File: config.mk
export PLATFORM = sky130hd
export DESIGN_NAME = xoshiro256ss_bounded_random_top
export DESIGN_NICKNAME = d
export VERILOG_FILES = /design/src/rtl/xbr_pkg.sv /design/src/rtl/xoshiro256ss_bounded_random_top.sv
export SDC_FILE = /design/constraint.sdc
export NUM_CORES = 2
export LEC_CHECK = 0
export BUFFER_PORTS_ARGS = -buffer_cell sky130_fd_sc_hd__clkbuf_2
export CORE_MARGIN = 2
export CORE_UTILIZATION = 40
export CTS_BUF_LIST = sky130_fd_sc_hd__clkbuf_2
export DETAILED_ROUTE_END_ITERATION = 8
export PLACE_DENSITY = 0.65
export SLEW_MARGIN = 20
export SYNTH_ARGS = -nofsm -noshare
export SYNTH_HDL_FRONTEND = slang
export SYNTH_SLANG_ARGS = --single-unit
File: constraint.sdc
create_clock -name i_clk -period 9.5 [get_ports i_clk]
set_clock_uncertainty 0.05 [all_clocks]
set_input_delay 0.475 -clock i_clk [delete_from_list [all_inputs] [get_ports i_clk]]
set_output_delay 0.475 -clock i_clk [all_outputs]
set_load 0.1 [all_outputs]
File: src/rtl/xbr_pkg.sv
// Shared types and constants for the xoshiro256** bounded random block.
// Holds the controller state type, request mode codes, register indexes
// and the draw masks. No dependencies.
package xbr_pkg;

    localparam int WORD_W  = 64;
    localparam int BOUND_W = 63;
    localparam int MODE_W  = 3;
    localparam int CFG_IDX_W = 8;
    localparam int DIV_STEPS = WORD_W;
    localparam int CNT_W     = $clog2(DIV_STEPS);
    localparam int BITS_W    = 7;

    localparam logic [MODE_W-1:0] MODE_WORD     = 3'd0;
    localparam logic [MODE_W-1:0] MODE_BIT      = 3'd1;
    localparam logic [MODE_W-1:0] MODE_BOUND31  = 3'd2;
    localparam logic [MODE_W-1:0] MODE_BOUND63  = 3'd3;
    localparam logic [MODE_W-1:0] MODE_RESEED   = 3'd4;

    localparam logic [CFG_IDX_W-1:0] REG_SEED_0 = 8'd0;
    localparam logic [CFG_IDX_W-1:0] REG_SEED_1 = 8'd1;
    localparam logic [CFG_IDX_W-1:0] REG_SEED_2 = 8'd2;
    localparam logic [CFG_IDX_W-1:0] REG_SEED_3 = 8'd3;

    localparam logic [WORD_W-1:0] SEED_0_RST = 64'd1;
    localparam logic [WORD_W-1:0] SEED_N_RST = 64'd0;

    localparam logic [WORD_W-1:0] MASK31 = 64'h0000_0000_7FFF_FFFF;
    localparam logic [WORD_W-1:0] MASK63 = 64'h7FFF_FFFF_FFFF_FFFF;

    localparam logic [CNT_W-1:0]  DIV_LAST  = CNT_W'(DIV_STEPS - 1);
    localparam logic [BITS_W-1:0] BUF_FULL  = BITS_W'(WORD_W);

    typedef enum logic [2:0] {
        S_IDLE,
        S_MUL5,
        S_MUL9,
        S_DIV,
        S_SUB,
        S_CHECK,
        S_OUT
    } t_state;

endpackage

File: src/rtl/xoshiro256ss_bounded_random_top.sv
// Top level of the xoshiro256** bounded random block.
// Generator, bit buffer, serial divider, controller and output register.
// Depends on xbr_pkg.
//
// Usage:
//   Request channel (i_in_valid / o_in_ready) carries i_mode and i_bound;
//   each request gives one result on the result channel (o_out_valid /
//   i_out_ready) as o_value and o_error. Seed registers are written over the
//   cfg channel (i_cfg_valid / o_cfg_ready, always ready); the user must do
//   so only while no request is in flight, which the block does not enforce;
//   indexes above 3 are ignored.
// Sequence (request accept to result valid): word, and bit with an empty
//   buffer: S_MUL5, S_MUL9, S_OUT; bit from the buffer, reseed, error and
//   unused modes: straight to S_OUT. Bounded draws: S_MUL5, S_MUL9,
//   S_DIV, S_SUB, S_CHECK, S_OUT, a rejected draw going back to S_MUL5.
//   The divider retires one quotient bit per cycle over 64 steps.
//   One request is worked at a time; the next is taken once the previous
//   result has moved into the output register, while that result waits.
// Reset loads the seed reset values (1, 0, 0, 0) into both the seed
//   registers and the generator state and empties the bit buffer.
// A stalled receiver holds the result in the output register; a finished
//   request then waits for it, and the request channel stays not ready.
module xoshiro256ss_bounded_random_top
    import xbr_pkg::*;
(
    input  logic                 i_clk,
    input  logic                 i_rst_n,
    input  logic                 i_in_valid,
    output logic                 o_in_ready,
    input  logic [MODE_W-1:0]    i_mode,
    input  logic [BOUND_W-1:0]   i_bound,
    output logic                 o_out_valid,
    input  logic                 i_out_ready,
    output logic [WORD_W-1:0]    o_value,
    output logic                 o_error,
    input  logic                 i_cfg_valid,
    output logic                 o_cfg_ready,
    input  logic [CFG_IDX_W-1:0] i_cfg_index,
    input  logic [WORD_W-1:0]    i_cfg_data
);

    t_state r_state, n_state;

    logic [WORD_W-1:0]  r_seed0, r_seed1, r_seed2, r_seed3;
    logic [WORD_W-1:0]  r_s0, r_s1, r_s2, r_s3;
    logic [WORD_W-1:0]  r_buf;
    logic [BITS_W-1:0]  r_bits_left;

    logic [MODE_W-1:0]  r_mode;
    logic [BOUND_W-1:0] r_lim;
    logic [WORD_W-1:0]  r_limit;
    logic [WORD_W-1:0]  r_prod;
    logic [WORD_W-1:0]  r_x;
    logic [WORD_W-1:0]  r_dvd;
    logic [WORD_W-1:0]  r_rem;
    logic [WORD_W-1:0]  r_diff;
    logic [CNT_W-1:0]   r_cnt;
    logic [WORD_W-1:0]  r_res;
    logic               r_err;

    logic               r_out_valid;
    logic [WORD_W-1:0]  r_value;
    logic               r_error;

    logic               in_accept;
    logic               out_load;
    logic               bad_bound;
    logic [WORD_W-1:0]  w_mul5;
    logic [WORD_W-1:0]  w_rot;
    logic [WORD_W-1:0]  w_mul9;
    logic [WORD_W-1:0]  w_sh;
    logic               w_ge;
    logic [WORD_W-1:0]  w_rem_n;
    logic [WORD_W-1:0]  w_mask;

    assign o_in_ready  = (r_state == S_IDLE);
    assign o_cfg_ready = 1'b1;
    assign in_accept   = i_in_valid && o_in_ready;
    assign out_load    = (r_state == S_OUT) && (!r_out_valid || i_out_ready);

    assign o_out_valid = r_out_valid;
    assign o_value     = r_value;
    assign o_error     = r_error;

    // zero bound, or a bound past 31 bits for the short draw
    always_comb begin
        bad_bound = (i_bound == '0);
        if (i_mode == MODE_BOUND31 && i_bound[BOUND_W-1:31] != '0) begin
            bad_bound = 1'b1;
        end
    end

    assign w_mask = (i_mode == MODE_BOUND31) ? MASK31 : MASK63;

    // output scrambler: s1 * 5, rotate by 7, times 9, as shift-adds
    assign w_mul5 = r_s1 + {r_s1[WORD_W-3:0], 2'b00};
    assign w_rot  = {r_prod[WORD_W-8:0], r_prod[WORD_W-1:WORD_W-7]};
    assign w_mul9 = w_rot + {w_rot[WORD_W-4:0], 3'b000};

    // restoring division step: one quotient bit per cycle
    assign w_sh    = {r_rem[WORD_W-2:0], r_dvd[WORD_W-1]};
    assign w_ge    = (w_sh >= {1'b0, r_lim});
    assign w_rem_n = w_ge ? (w_sh - {1'b0, r_lim}) : w_sh;

    always_ff @(posedge i_clk) begin
        if (!i_rst_n) begin
            r_state <= S_IDLE;
        end else begin
            r_state <= n_state;
        end
    end

    always_comb begin
        n_state = r_state;
        case (r_state)
            S_IDLE: begin
                if (in_accept) begin
                    case (i_mode)
                        MODE_WORD: n_state = S_MUL5;
                        MODE_BIT: begin
                            n_state = (r_bits_left == '0) ? S_MUL5 : S_OUT;
                        end
                        MODE_BOUND31, MODE_BOUND63: begin
                            n_state = bad_bound ? S_OUT : S_MUL5;
                        end
                        default: n_state = S_OUT;
                    endcase
                end
            end
            S_MUL5: n_state = S_MUL9;
            S_MUL9: begin
                if (r_mode == MODE_BOUND31 || r_mode == MODE_BOUND63) begin
                    n_state = S_DIV;
                end else begin
                    n_state = S_OUT;
                end
            end
            S_DIV: begin
                if (r_cnt == DIV_LAST) begin
                    n_state = S_SUB;
                end
            end
            S_SUB:   n_state = S_CHECK;
            S_CHECK: n_state = (r_diff <= r_limit) ? S_OUT : S_MUL5;
            S_OUT: begin
                if (out_load) begin
                    n_state = S_IDLE;
                end
            end
            default: n_state = S_IDLE;
        endcase
    end

    // seed registers
    always_ff @(posedge i_clk) begin
        if (!i_rst_n) begin
            r_seed0 <= SEED_0_RST;
            r_seed1 <= SEED_N_RST;
            r_seed2 <= SEED_N_RST;
            r_seed3 <= SEED_N_RST;
        end else if (i_cfg_valid && o_cfg_ready) begin
            case (i_cfg_index)
                REG_SEED_0: r_seed0 <= i_cfg_data;
                REG_SEED_1: r_seed1 <= i_cfg_data;
                REG_SEED_2: r_seed2 <= i_cfg_data;
                REG_SEED_3: r_seed3 <= i_cfg_data;
                default: ;
            endcase
        end
    end

    // generator state and bit buffer
    always_ff @(posedge i_clk) begin
        if (!i_rst_n) begin
            r_s0        <= SEED_0_RST;
            r_s1        <= SEED_N_RST;
            r_s2        <= SEED_N_RST;
            r_s3        <= SEED_N_RST;
            r_buf       <= '0;
            r_bits_left <= '0;
        end else begin
            if (in_accept && i_mode == MODE_RESEED) begin
                r_s0        <= r_seed0;
                r_s1        <= r_seed1;
                r_s2        <= r_seed2;
                r_s3        <= r_seed3;
                r_buf       <= '0;
                r_bits_left <= '0;
            end else if (in_accept && i_mode == MODE_BIT && r_bits_left != '0) begin
                r_buf       <= {1'b0, r_buf[WORD_W-1:1]};
                r_bits_left <= r_bits_left - 1'b1;
            end else if (r_state == S_MUL5) begin
                r_s0 <= r_s0 ^ r_s3 ^ r_s1;
                r_s1 <= r_s1 ^ r_s2 ^ r_s0;
                r_s2 <= r_s2 ^ r_s0 ^ {r_s1[WORD_W-18:0], 17'd0};
                r_s3 <= {r_s3[18:0] ^ r_s1[18:0], r_s3[WORD_W-1:19] ^ r_s1[WORD_W-1:19]};
            end else if (r_state == S_MUL9 && r_mode == MODE_BIT) begin
                // refill: the low bit goes out now, 63 stay
                r_buf       <= {1'b0, w_mul9[WORD_W-1:1]};
                r_bits_left <= BUF_FULL - 1'b1;
            end
        end
    end

    // request datapath
    always_ff @(posedge i_clk) begin
        case (r_state)
            S_IDLE: begin
                if (in_accept) begin
                    r_mode  <= i_mode;
                    r_lim   <= i_bound;
                    r_limit <= w_mask - {1'b0, i_bound} + 1'b1;
                    if (i_mode == MODE_BIT) begin
                        r_res <= {{(WORD_W-1){1'b0}}, r_buf[0]};
                    end else begin
                        r_res <= '0;
                    end
                    r_err <= (i_mode inside {MODE_BOUND31, MODE_BOUND63}) && bad_bound;
                end
            end
            S_MUL5: r_prod <= w_mul5;
            S_MUL9: begin
                if (r_mode == MODE_BIT) begin
                    r_res <= {{(WORD_W-1){1'b0}}, w_mul9[0]};
                end else begin
                    r_res <= w_mul9;
                end
                if (r_mode == MODE_BOUND31) begin
                    r_x   <= w_mul9 & MASK31;
                    r_dvd <= w_mul9 & MASK31;
                end else begin
                    r_x   <= w_mul9 & MASK63;
                    r_dvd <= w_mul9 & MASK63;
                end
                r_rem <= '0;
                r_cnt <= '0;
            end
            S_DIV: begin
                r_rem <= w_rem_n;
                r_dvd <= {r_dvd[WORD_W-2:0], 1'b0};
                r_cnt <= r_cnt + 1'b1;
            end
            S_SUB: r_diff <= r_x - r_rem;
            S_CHECK: r_res <= r_rem;
            default: ;
        endcase
    end

    // output register: hold until taken
    always_ff @(posedge i_clk) begin
        if (!i_rst_n) begin
            r_out_valid <= 1'b0;
        end else if (out_load) begin
            r_out_valid <= 1'b1;
        end else if (i_out_ready) begin
            r_out_valid <= 1'b0;
        end
    end

    always_ff @(posedge i_clk) begin
        if (out_load) begin
            r_value <= r_res;
            r_error <= r_err;
        end
    end

`ifndef ASSERT_OFF
    a_err_zero: assert property (@(posedge i_clk) disable iff (!i_rst_n)
        (r_out_valid && r_error) |-> (r_value == '0))
        else $error("error result with nonzero value");

    a_rem_below_lim: assert property (@(posedge i_clk) disable iff (!i_rst_n)
        (r_state == S_DIV) |-> (r_rem < {1'b0, r_lim}))
        else $error("divider remainder not below bound");

    a_bits_range: assert property (@(posedge i_clk) disable iff (!i_rst_n)
        r_bits_left <= BUF_FULL)
        else $error("bit buffer count out of range");

    a_reseed: assert property (@(posedge i_clk) disable iff (!i_rst_n)
        (in_accept && i_mode == MODE_RESEED) |=>
            (r_s0 == $past(r_seed0) && r_s3 == $past(r_seed3) && r_bits_left == '0))
        else $error("reseed did not load generator state");
`endif

endmodule
## Word level (Yosys, flattened, before mapping)

Cells that the tools add are included.
W data, S select, Z words.

| word-level totals | value |
|---|---|
| register bits | 1172 |
| latch bits | 0 |
| RAM bits | 0 |
| ROM bits | 0 |
| input bits | 143 |
| output and inout bits | 68 |
| logic and storage cells | 141 |
| memories | 0 |

| cells by class | value |
|---|---|
| add/sub/neg operators | 8 |
| multipliers | 0 |
| div/mod/pow operators | 0 |
| $lt $le $gt $ge | 2 |
| equal/unequal tests | 22 |
| shift operators | 0 |
| muxes and demuxes | 40 |
| bitwise gates (word level) | 9 |
| reduce and logical (&&, ||, !) cells | 35 |

Operator list:

| kind | number |
|---|---|
| $mux W64 | 15 |
| $xor A64 B64 Y64 | 6 |
| $mux W63 | 5 |
| $pmux W64 S2 | 2 |
| $pmux W64 S3 | 1 |
| $add A64 B64 Y64 | 2 |
| $add A64 B1 Y64 const B | 1 |
| $ge A64 B63 Y1 | 1 |
| $le A64 B64 Y1 | 1 |
| $sub A63 B63 Y64 | 1 |
| $sub A64 B63 Y64 | 1 |
| $sub A64 B64 Y64 | 1 |
| $logic_not A63 Y1 | 1 |
| $xor A45 B45 Y45 | 1 |
| $reduce_bool A32 Y1 | 1 |
| $mux W3 | 7 |
| $mux W7 | 3 |
| $pmux W3 S7 | 1 |
| $xor A19 B19 Y19 | 1 |
| $eq A3 B2 Y1 const B | 6 |
| $eq A8 B2 Y1 const B | 2 |
| $reduce_and A2 Y1 | 8 |
| $eq A3 B3 Y1 const B | 4 |
| $pmux W6 S2 | 1 |
| other kinds (21) | 43 |

## Logic depth before layout (Yosys ltp)

| logic depth | value |
|---|---|
| depth in word-level cells | 7 |
| mapped depth | 17 |

## Worst setup path before layout

No wires, ideal clock.

| timing path | value |
|---|---|
| path type | flip-flop to flip-flop |
| start | reg r_state[1] |
| end | reg r_buf[59] |
| setup time | 0.062 ns |
| arrival time | 6.940 ns |
| required time | 9.388 ns |
| slack | 2.447 ns |
| cell stages (with the launch flop) | 8 |
| buffers on the path | 1 |
| clock period less this slack | 7.053 ns |
| cells stage by stage | dfxtp_1 > nor2b_1 > clkbuf_1 > nand2b_1 > inv_1 > nand2_1 > or4_1 > nand3_1 |

| between the ends | value |
|---|---|
| longest elaborated chain between the ends | 6 |
| elaborated cells on any way between the ends | 13 |
| classes of those cells | eq/ne: 3; mux: 1; reduce/logical: 9 |

RTL lines:

| element | line | RTL |
|---|---|---|
| start: declaration | xoshiro256ss_bounded_random_top.sv:42 | `t_state r_state, n_state;` |
| start signal: assignment | xoshiro256ss_bounded_random_top.sv:109 | `r_state <= n_state;` |
| $logic_not A3 Y1 | xoshiro256ss_bounded_random_top.sv:76 | `assign o_in_ready = (r_state == S_IDLE);` |
| $logic_and A1 B1 Y1 | xoshiro256ss_bounded_random_top.sv:78 | `assign in_accept = i_in_valid && o_in_ready;` |
| $logic_and A1 B1 Y1 (2 in a row) | xoshiro256ss_bounded_random_top.sv:189 | `end else if (in_accept && i_mode == MODE_BIT && r_bits_left != '0) begin` |
| $ne A2 B2 Y1 (no line) / $reduce_bool A2 Y1 (equally long branches) | - |  |
| $reduce_and A2 Y1 (no line) | - |  |
| end signal: assignment | xoshiro256ss_bounded_random_top.sv:190 | `r_buf <= {1'b0, r_buf[WORD_W-1:1]};` |
| end signal: assignment | xoshiro256ss_bounded_random_top.sv:199 | `r_buf <= {1'b0, w_mul9[WORD_W-1:1]};` |
| end: declaration | xoshiro256ss_bounded_random_top.sv:46 | `logic [WORD_W-1:0] r_buf;` |

Several ways; a longest one is shown, not always the timed one.
A chain may end at the register's enable or synchronous reset.

## Final worst setup path

| timing path | value |
|---|---|
| start | in i_mode[2] |
| end | reg r_limit[62] (data pin) |

| between the ends | value |
|---|---|
| longest elaborated chain between the ends | 4 |

RTL lines:

| element | line | RTL |
|---|---|---|
| start: declaration | xoshiro256ss_bounded_random_top.sv:30 | `input logic [MODE_W-1:0] i_mode,` |
| $eq A3 B2 Y1 | xoshiro256ss_bounded_random_top.sv:93 | `assign w_mask = (i_mode == MODE_BOUND31) ? MASK31 : MASK63;` |
| $mux W63 | xoshiro256ss_bounded_random_top.sv:93 |  |
| $sub A63 B63 Y64 | xoshiro256ss_bounded_random_top.sv:212 | `r_limit <= w_mask - {1'b0, i_bound} + 1'b1;` |
| $add A64 B1 Y64 | xoshiro256ss_bounded_random_top.sv:212 |  |
| end signal: assignment | xoshiro256ss_bounded_random_top.sv:212 |  |
| end: declaration | xoshiro256ss_bounded_random_top.sv:51 | `logic [WORD_W-1:0] r_limit;` |

Every way passes these cells.

==> key figures <==
Status
  – Outcome: completed

Critical path
  – Most frequent CP cell: dlygate4sd3_1
  – CP Cell Sequence: dlygate4sd3_1 -> dlygate4sd3_1 -> clkbuf_2 -> dlygate4sd3_1 -> inv_1 -> nand2_1 -> or2_2 -> ha_1 -> ha_1 -> a21o_1 -> a21oi_1 -> o21ai_0 -> a22o_2 -> a211o_1 -> a21boi_1 -> o2111ai_1 -> a31o_2 -> a21oi_1 -> xnor2_1
  – Crit-path slowest cell: dlygate4sd3_1
  – Reg-to-reg setup timing slack: 4940 ps
  – CP Capture Type: flip-flop
  – Worst EP arrival: 6260 ps
  – CP max stage delay: 630 ps
  – CP Launch Type: input port
  – Worst Path Required: between 10,000 and 15,000 ps
  – R2R depth: 8
  – WS Path Type: input port to flip-flop
  – Critical Path Fanout Max: 32

Floorplan
  – Die Ht: 404 um
  – Full die area: 163,000 um2
  – Num rows: 146
  – I/O pin count: 211
  – Die width: a little over 400 um
  – Initial Util: 0.404
  – CORE AREA: 159,000 um2

Layout
  – Fin cells: roughly 10,000
  – Commonest non-fill, non-tap cell in the layout: nand2_1
  – Area grow syn2layout: 15.9%
  – Total Nets Final: a little over 8,000
  – Commonest non-fill, non-tap cells in the layout: nand2_1 (1,111), clkbuf_2 (700), a21oi_1 (689)
  – Final Cell Area: 74,200 um2
  – Layout cells sized above 1: 0.111
  – Fill count: 15,100

Placement
  – Count of buffers from port buffering: 209
  – DP Area: 66,800 um2
  – Setup WS pre-CTS: 4690 ps
  – Gp weighted congestion: 0.954
  – Inst Count DP: 8,973
  – Dpl hpwl: 140,000 um

CTS
  – CTS clk-pin slew, worst paths: ~130 ps
  – Worst-skew pair later-pin latency: between 1500 and 2000 ps
  – Sinks on Clock Net: 1,170
  – CTS tree: yes
  – CTS max path bufs: 4
  – H-tree depth: 5
  – CTS Buf Count: 334
  – Hold_buf cts: 450
  – Clock root cell: clkbuf_2
  – Setup Buffers After CTS: 0
  – Post-CTS Resized: 0

GRT
  – Largest net degree at the start of global routing: 203
  – All-Layer GR Usage: 0.243
  – Global-route wire length before repair: 310,000 um
  – Vias in the first global route: 53,700
  – Grt total ovfl: 0
  – Initial antenna violation count: 5

Job
  – Max-Cap Viols: 0

Synth
  – Post-synth EDFFs: 584
  – Simple-Gate Fraction of Synth Area: 0.163
  – Mux share of post-synthesis cell area: 0.00494
  – Synth Area in Compound Gates: 0.182
  – Synth Area in Adders: 0.0751
  – Cell count after synthesis: 7,033
  – Synth warnings: 0
  – Seq/Total Area, Yosys: 0.457
  – Synth Flop Type: dfxtp_1
  – Largest family of logic cells by synthesized area: compound AO/OA/AOI/OAI gates
  – Yosys top cell by area: edfxtp_1
  – Syn Nets: 7,558
  – Syn avg cell area: 9.11 um2
  – Fraction of registers with async set/reset: 0
  – Mapped Area: 64,100 um2
  – Largest cells by area after synthesis: edfxtp_1 (27%), dfxtp_1 (18%), ha_1 (7.4%), nand2_1 (6.5%), a21oi_1 (5.4%)
  – #FFs+latches synth: 1,170
  – Unique cell type count in the Yosys netlist: between 90 and 100
  – Top-area cell type share of the netlist area: 0.274
  – Synth Area in XOR/XNOR: 0.0771

Route
  – DRT iter0 DRCs: ~4,800
  – Via count normalized by instance count: 5.54
  – DRT Pass-1 Iters: 6
  – Drt drc: 0
  – WL/cell: a little over 20 um
  – ANT nets after route: 0
  – Final wirelength: 205,000 um
  – Vias: 55,400

Power
  – P_leak: 29.9 nW
  – Cell Pwr Density: 248 nW/um2
  – Maximum VDD drop: 0.187 mV

STA
  – Final period util: 0.504
  – Tightest slew margin relative to the limit: 0.167
  – Min Hold Slack: 180 ps
  – Max Slew Vio Count: 0
  – Final setup violation count: 0
  – Setup ws final: 4710 ps
  – Final hold vios: 0
  – Fin Setup TNS: 0 ps
  – Slew @ Worst Pin: 1250 ps
  – Tmin final: between 4000 and 5000 ps
  – Fmax: 209 MHz
  – Unrepaired setup endpoints after global routing: false

Min path
  – Hold/Removal Path Class: input port to flip-flop
  – Hold Crit Depth: 5
==> critical path: cells and delay by family <==
family	cells	cell delay (ps)
buffers and inverters	5	2010
AOI/OAI and AO/OA	9	2250
and+or+nand+nor	2	650
adders and majority gates	2	760
xor gates and xnor gates	1	100
==> sequential cells by signal, summed over array words and instances (netlist names), 64 cells and up <==
name and flops:
r_seed3 64, r_s0 64, r_seed2 64, r_seed1 64, r_rem 64, r_seed0 64
r_s1 64, r_s2 64, r_diff 64, r_dvd 64, r_prod 64, r_res 64
o_value 64, r_s3 64
==> Yosys cell counts (all sizes together), types with 96 or more instances <==
cell type / instances
nand2: 1116
a21oi: 689
dfxtp: 586
edfxtp: 584
nor2: 574
ha: 378
clkbuf: 358
xor2: 309
inv: 304
xnor2: 255
o21ai: 252
a211oi: 206
a21o: 176
nor3: 154
nand3: 96
==> final cells by class <==
class	count	area [um2]	area share
clock inverters	74	428	0.00576
inverters	305	1160	0.0156
well taps	2072	2590	0.0349
repair buffers	704	5970	0.0804
multi-input cells	5172	32300	0.436
clock buffers	491	2460	0.0331
diodes	6	15.0	0.000202
flip-flops and latches	1170	29300	0.394
==> cell families (layout without fill, tap and decap cells) <==
family	after synthesis	after routing
XOR/XNOR	564	564
AND/OR/NAND/NOR	2369	2369
flip-flops	1170	1170
other	1	7
multiplexers	29	29
buffers and inverters	691	1574
adder cells (fa/ha/maj)	382	382
AO/OA/AOI/OAI	1827	1827
==> stage by stage <==
stage / utilization / total power, W
2_1_floorplan: - / 0.0123
3_3_place_gp: 0.421 / 0.0145
3_5_place_dp: 0.421 / 0.0145
4_1_cts: 0.468 / 0.0184
5_1_grt: 0.468 / 0.0195
6_report: 0.468 / 0.0184
==> where the power goes <==
part	internal (W)	total (W)	switching, W
clock	0.00148	0.00369	0.00221
combinational	0.00251	0.00736	0.00485
sequential	0.00675	0.00733	0.000583
total	0.0107	0.0184	0.00765
==> worst paths after layout <==
check                           from                      end
min                    i_cfg_data[6]  r_seed0[6]$_SDFFE_PN0P_
max                        i_mode[2]    r_limit[62]$_DFFE_PP_
max reg2reg  r_state[0]$_SDFFE_PN0P_     r_s1[1]$_SDFFE_PN0P_
min reg2reg      r_res[51]$_DFFE_PP_    o_value[51]$_DFFE_PP_
==> layer usage <==
layer  global-route usage  vias to the layer above  wire length (um)
li1                     -                    26600                 -
met1                0.314                    26400             87400
met5                    0                        -                 0
met4                0.112                        0              8800
met2                0.402                     1902             96300
met3               0.0347                      409             12000
Note: power is estimated with default switching activity, not from simulation.
